===== config.mk =====
export PLATFORM = sky130hd
export DESIGN_NAME = eiwc_queue
export DESIGN_NICKNAME = d
export VERILOG_FILES = /design/src/rtl/core/eiwc_pkg.sv /design/src/rtl/core/eiwc_queue.sv
export SDC_FILE = /design/constraint.sdc
export NUM_CORES = 1
export LEC_CHECK = 0
export ABC_AREA = 1
export CAP_MARGIN = 5
export CORE_MARGIN = 4
export CORE_UTILIZATION = 30
export CTS_BUF_LIST = sky130_fd_sc_hd__clkbuf_8
export DETAILED_ROUTE_END_ITERATION = 6
export DONT_BUFFER_PORTS = 1
export PLACE_DENSITY = 0.46
export SYNTH_ARGS = -nofsm -noshare
export SYNTH_HDL_FRONTEND = slang
export SYNTH_SLANG_ARGS = --single-unit
export TNS_END_PERCENT = 10

===== constraint.sdc =====
create_clock -name clk -period 5.9 [get_ports clk]
set_input_delay 0.295 -clock clk [delete_from_list [all_inputs] [get_ports clk]]
set_output_delay 0.295 -clock clk [all_outputs]
set_load 0.005 [all_outputs]

===== src/rtl/core/eiwc_pkg.sv =====
// Shared types and constants of the edge interval window capture block.
`timescale 1ns / 1ps

package eiwc_pkg;

  localparam int unsigned STORE_DEPTH = 1024;
  localparam int unsigned ADDR_W      = $clog2(STORE_DEPTH);
  localparam int unsigned COUNT_W     = ADDR_W + 1;
  localparam int unsigned TIME_W      = 64;
  localparam int unsigned WINDOW_W    = 32;
  localparam int unsigned QUEUE_DEPTH = 4;
  localparam int unsigned QPTR_W      = $clog2(QUEUE_DEPTH);
  localparam int unsigned QFILL_W     = QPTR_W + 1;

  localparam logic [WINDOW_W-1:0] WINDOW_LOW_RESET  = 32'd59882;
  localparam logic [WINDOW_W-1:0] WINDOW_HIGH_RESET = 32'd62306;

  typedef enum logic [1:0] {
    CMD_EDGE   = 2'd0,
    CMD_ARM    = 2'd1,
    CMD_DISARM = 2'd2,
    CMD_READ   = 2'd3
  } cmd_t;

  typedef enum logic {
    CFG_WINDOW_LOW  = 1'b0,
    CFG_WINDOW_HIGH = 1'b1
  } cfg_index_t;

  typedef struct packed {
    cmd_t              cmd;
    logic              pin_level;
    logic [TIME_W-1:0] edge_time;
    logic [ADDR_W-1:0] read_index;
  } in_word_t;

  typedef struct packed {
    logic               recorded;
    logic [COUNT_W-1:0] record_count;
    logic               entry_valid;
    logic               entry_level;
    logic [TIME_W-1:0]  entry_interval;
    logic               armed_now;
  } out_word_t;

  // Classified operation handed from the front to the back.
  typedef struct packed {
    logic               write_en;
    logic [ADDR_W-1:0]  write_addr;
    logic               level;
    logic [TIME_W-1:0]  interval;
    logic               read_en;
    logic [ADDR_W-1:0]  read_addr;
    logic               recorded;
    logic [COUNT_W-1:0] record_count;
    logic               armed_now;
  } op_t;

endpackage


===== src/rtl/core/eiwc_queue.sv =====
// Short operation queue between the front and the back.
`timescale 1ns / 1ps

module eiwc_queue (
  input  logic          clk,
  input  logic          rst,
  input  logic          push,
  input  eiwc_pkg::op_t push_op,
  output logic          full,
  input  logic          pop,
  output logic          not_empty,
  output eiwc_pkg::op_t head
);

  eiwc_pkg::op_t                 slots [eiwc_pkg::QUEUE_DEPTH];
  logic [eiwc_pkg::QPTR_W-1:0]   wr_ptr;
  logic [eiwc_pkg::QPTR_W-1:0]   rd_ptr;
  logic [eiwc_pkg::QFILL_W-1:0]  fill;

  assign full      = (fill == eiwc_pkg::QFILL_W'(eiwc_pkg::QUEUE_DEPTH));
  assign not_empty = (fill != '0);
  assign head      = slots[rd_ptr];

  always_ff @(posedge clk) begin
    if (push) begin
      slots[wr_ptr] <= push_op;
    end
  end

  always_ff @(posedge clk) begin
    if (rst) begin
      wr_ptr <= '0;
      rd_ptr <= '0;
      fill   <= '0;
    end else begin
      if (push) begin
        wr_ptr <= wr_ptr + 1'b1;
      end
      if (pop) begin
        rd_ptr <= rd_ptr + 1'b1;
      end
      unique case ({push, pop})
        2'b10:   fill <= fill + 1'b1;
        2'b01:   fill <= fill - 1'b1;
        default: fill <= fill;
      endcase
    end
  end

endmodule


==> run_summary.xml <==
<?xml version="1.0" encoding="UTF-8"?>
<metrics>
  <group name="outcome">
    <metric name="outcome" unit="">finished clean</metric>
  </group>
  <group name="timing">
    <metric name="timing.final.crit_share" unit="%">53.2</metric>
    <metric name="max_clock_freq" unit="MHz">318</metric>
    <metric name="slew_at_the_pin_closest_to_its_max_slew_limit" unit="ps">875</metric>
    <metric name="post-route-min-period" unit="ps">3140</metric>
    <metric name="final-setup-viol-count" unit="">0</metric>
    <metric name="timing.max_slew.rel_slack" unit="%">41.7</metric>
    <metric name="rsz0062_at_grt" unit="">no</metric>
    <metric name="final-hold-violation-count" unit="">0</metric>
    <metric name="timing.clock.skew" unit="ps">14.6</metric>
    <metric name="slew_violations" unit="">0</metric>
    <metric name="final.setup.tns" unit="ps">0</metric>
  </group>
  <group name="cts">
    <metric name="tritoncts" unit="">done</metric>
    <metric name="cts_buffers" unit="">71</metric>
    <metric name="cts.path.max_buffers" unit="">3</metric>
    <metric name="post_cts.resized_instances" unit="">0</metric>
    <metric name="clock_sink_count" unit="">409</metric>
    <metric name="clkLatencyLatePin" unit="ps">610</metric>
    <metric name="cts.htree.levels" unit="">3</metric>
    <metric name="cts.clk_slew.worst_paths" unit="ps">60</metric>
    <metric name="clock_tree.root_cell" unit="">sky130_fd_sc_hd__clkbuf_8</metric>
  </group>
  <group name="final_layout">
    <metric name="multi_input_area" unit="sq mm">0.00261</metric>
    <metric name="final_layout_size_suffix_gt1_share" unit="%">9.02</metric>
    <metric name="count_of_nets_after_finishing" unit="">1259</metric>
    <metric name="regArea" unit="sq mm">0.0122</metric>
    <metric name="postLayoutCellArea" unit="sq mm">0.0181</metric>
    <metric name="final.fill_count" unit="">4937</metric>
    <metric name="finalCoreUtilization" unit="%">35.9</metric>
    <metric name="area_delta_synth_final" unit="%">17.6</metric>
  </group>
  <group name="worst_setup_path">
    <metric name="critical_path.startpoint_type" unit="">register</metric>
    <metric name="cp_num_cells" unit="">4</metric>
    <metric name="critPathMaxStageDelay" unit="ps">630</metric>
    <metric name="crit_arrival" unit="ps">2850</metric>
    <metric name="reg2regPathDepth" unit="">5</metric>
    <metric name="ordered_list_of_cells_on_the_worst_path" unit="">inv_4, buf_4, o21ai_1, o22ai_1</metric>
    <metric name="critical_path.top_delay_family" unit="">buffers and inverters</metric>
    <metric name="path_max_fanout" unit="">56</metric>
    <metric name="endpoint_kind" unit="">primary output</metric>
    <metric name="timing.critical_path.buf_inv" unit="">2</metric>
    <metric name="critPathRequiredTime" unit="ps">5610</metric>
    <metric name="critPathKind" unit="">register to primary output</metric>
    <metric name="critical_path.slowest_cell" unit="">sky130_fd_sc_hd__buf_4</metric>
  </group>
  <group name="floorplan">
    <metric name="floorplan.die_area" unit="sq mm">0.0550</metric>
    <metric name="fp.dieH" unit="um">235</metric>
    <metric name="die_width" unit="um">235</metric>
    <metric name="boundaryPins" unit="">206</metric>
    <metric name="core_region_area" unit="sq mm">0.0505</metric>
    <metric name="core.rowCount" unit="">82</metric>
    <metric name="effective_utilization_at_floorplan" unit="%">30.5</metric>
  </group>
  <group name="run">
    <metric name="max-cap-violations" unit="">0</metric>
  </group>
  <group name="global_route">
    <metric name="global_route_wire_length_before_repair" unit="um">53400</metric>
    <metric name="antenna_violations_before_repair" unit="">2</metric>
    <metric name="first_global_vias" unit="">8919</metric>
    <metric name="overflow" unit="">0</metric>
    <metric name="grtUsageTotal" unit="%">12.8</metric>
    <metric name="grt_max_degree" unit="">117</metric>
  </group>
  <group name="yosys">
    <metric name="syn_nets" unit="">1135</metric>
    <metric name="yosysWarnings" unit="">0</metric>
    <metric name="mean_area_per_synthesized_cell" unit="sq um">15.0</metric>
    <metric name="synth_cell_type_count" unit="">26</metric>
    <metric name="postSynthRegisterBits" unit="">409</metric>
    <metric name="synth_sequential_area_ratio" unit="%">79.2</metric>
    <metric name="post_synth_inst_count" unit="">1025</metric>
    <metric name="synth.cell_area" unit="sq mm">0.0154</metric>
  </group>
  <group name="routing">
    <metric name="vias" unit="">8705</metric>
    <metric name="post-route-drc-count" unit="">0</metric>
    <metric name="routed_wl" unit="um">36100</metric>
    <metric name="route.detailed.vias_per_inst" unit="">4.65</metric>
    <metric name="detail_route.wl_per_cell" unit="um">19.3</metric>
    <metric name="drtIter0Drc" unit="">423</metric>
    <metric name="dr.pass1.iters" unit="">5</metric>
    <metric name="ant_nets" unit="">0</metric>
  </group>
  <group name="placement">
    <metric name="placed_cell_area" unit="sq mm">0.0158</metric>
    <metric name="dp_hpwl" unit="um">19000</metric>
    <metric name="gp_congestion" unit="">0.696</metric>
    <metric name="placement.io_buffers" unit="">0</metric>
  </group>
  <group name="hold_path">
    <metric name="hp-class" unit="">input port to register</metric>
    <metric name="worst_hold_path.num_cells" unit="">2</metric>
  </group>
  <group name="power_and_ir_drop">
    <metric name="irDropWorstVdd" unit="V">0.000149</metric>
    <metric name="cell_pwr_density" unit="mW/mm^2">336</metric>
    <metric name="standby_leakage_power" unit="uW">0.00593</metric>
  </group>
</metrics>
[logic make-up after synthesis]
kind of cell / after synthesis / share of synthesized area [%]
fa+ha+maj: 6 / 0.536
buf+inv: 83 / 3.90
compound gates: 311 / 11.1
flops: 409 / 79.2
simple gates: 216 / 5.32
[area by class of cell]
class                           instances  share of cell area (%)
Inverter                               18                   0.470
Antenna cell                            2                  0.0276
Clock inverter                         48                    1.11
Multi-Input combinational cell        533                    14.4
Sequential cell                       409                    67.4
Tap cell                              672                    4.65
Clock buffer                           74                    5.63
Timing Repair Buffer                  116                    6.33
[registers in the layout, indices dropped and copies added, names as in the netlist, named ones only]
signal  flops
fill        3
wr_ptr      2
slots     400
rd_ptr      2
[final timing paths]
check                      end       from  slack, ps
setup reg to reg  slots[2][29]  wr_ptr[0]       3380
hold reg to reg       register  rd_ptr[1]        480
setup / recovery       head[5]   register       2760
hold / removal    slots[1][26]       push        150
[cell usage after synthesis]
cell type	count	area, sq um
sky130_fd_sc_hd__clkinv_1	1	3.75
sky130_fd_sc_hd__inv_1	16	60.1
sky130_fd_sc_hd__buf_12	1	20.0
sky130_fd_sc_hd__o21ai_1	96	480
sky130_fd_sc_hd__nor2_2	1	6.26
sky130_fd_sc_hd__buf_8	1	15.0
sky130_fd_sc_hd__nand4_1	1	6.26
sky130_fd_sc_hd__o21ai_0	106	531
sky130_fd_sc_hd__edfxtp_1	400	12000
sky130_fd_sc_hd__clkbuf_8	2	27.5
sky130_fd_sc_hd__ha_1	5	62.6
sky130_fd_sc_hd__nand2_1	9	33.8
sky130_fd_sc_hd__nor2_1	202	758
sky130_fd_sc_hd__clkbuf_1	22	82.6
sky130_fd_sc_hd__a21oi_1	5	25.0
sky130_fd_sc_hd__dfxtp_1	9	180
sky130_fd_sc_hd__fa_1	1	20.0
sky130_fd_sc_hd__o22ai_1	99	619
sky130_fd_sc_hd__o22ai_2	1	12.5
sky130_fd_sc_hd__clkbuf_2	8	40.0
sky130_fd_sc_hd__nor3_1	1	5.00
sky130_fd_sc_hd__o21ai_2	4	35.0
sky130_fd_sc_hd__nand3_1	2	10.0
sky130_fd_sc_hd__inv_4	1	6.26
sky130_fd_sc_hd__buf_6	30	338
sky130_fd_sc_hd__buf_4	1	7.51
[metrics by stage]
stage / setup WS, ps / instances / power [uW] / hold slack (ps)
6_report: 2760 / 1872 / 6080 / 149
5_1_grt: 2470 / 1872 / 6380 / 126
4_1_cts: 2610 / 1870 / 6200 / 64.0
3_5_place_dp: 3320 / 1643 / 3830 / 394
3_3_place_gp: 3290 / 1643 / 3820 / 394
2_1_floorplan: 2930 / 1025 / 3720 / 394
[layer usage]
layer  track usage, %  up-vias  part of all wire (%)  wire length, um
li1                 -     4136                     -                -
met4             5.09        0                   2.3              826
met1             15.5     4305                    42            15200
met2             21.1      208                    48            17400
met3             4.51       56                   7.3             2640
met5                0        -                     0                0
[worst reg2reg max path: stages (launching register included)]
cell and delay, ps:
sky130_fd_sc_hd__dfxtp_1 330, sky130_fd_sc_hd__inv_1 110, sky130_fd_sc_hd__ha_1 150, sky130_fd_sc_hd__nand2_1 80, sky130_fd_sc_hd__inv_4 560, sky130_fd_sc_hd__buf_4 840
[power breakdown]
group	leakage [uW]	switching (uW)	internal (uW)
logic	0.00147	328	141
registers	0.00375	40.6	3320
clock network	0.000716	1090	1160
[cell usage in the layout, fill, tap and decap left out]
cell and count:
sky130_fd_sc_hd__nor2_1 202, sky130_fd_sc_hd__nor2_2 1, sky130_fd_sc_hd__inv_4 5, sky130_fd_sc_hd__o22ai_2 1, sky130_fd_sc_hd__ha_1 5, sky130_fd_sc_hd__dfxtp_1 7, sky130_fd_sc_hd__clkbuf_8 74, sky130_fd_sc_hd__inv_6 3
sky130_fd_sc_hd__fa_1 1, sky130_fd_sc_hd__o21ai_1 96, sky130_fd_sc_hd__clkinv_1 15, sky130_fd_sc_hd__o21ai_2 4, sky130_fd_sc_hd__edfxtp_1 400, sky130_fd_sc_hd__clkinv_2 6, sky130_fd_sc_hd__a21oi_1 5, sky130_fd_sc_hd__nand3_1 2
sky130_fd_sc_hd__nand2_1 9, sky130_fd_sc_hd__clkinvlp_4 1, sky130_fd_sc_hd__nand4_1 1, sky130_fd_sc_hd__nor3_1 1, sky130_fd_sc_hd__buf_4 10, sky130_fd_sc_hd__diode_2 2, sky130_fd_sc_hd__inv_1 36, sky130_fd_sc_hd__dfxtp_4 2
sky130_fd_sc_hd__o22ai_1 99, sky130_fd_sc_hd__o21ai_0 106, sky130_fd_sc_hd__dlygate4sd3_1 105, sky130_fd_sc_hd__buf_12 1
[repair_timing]
item / CTS / global route
endpoints found under the hold margin: 409 / 0
hold buffers: 105 / 0
setup buffers: 0 / 0
Note: power is estimated with default switching activity, not from simulation.
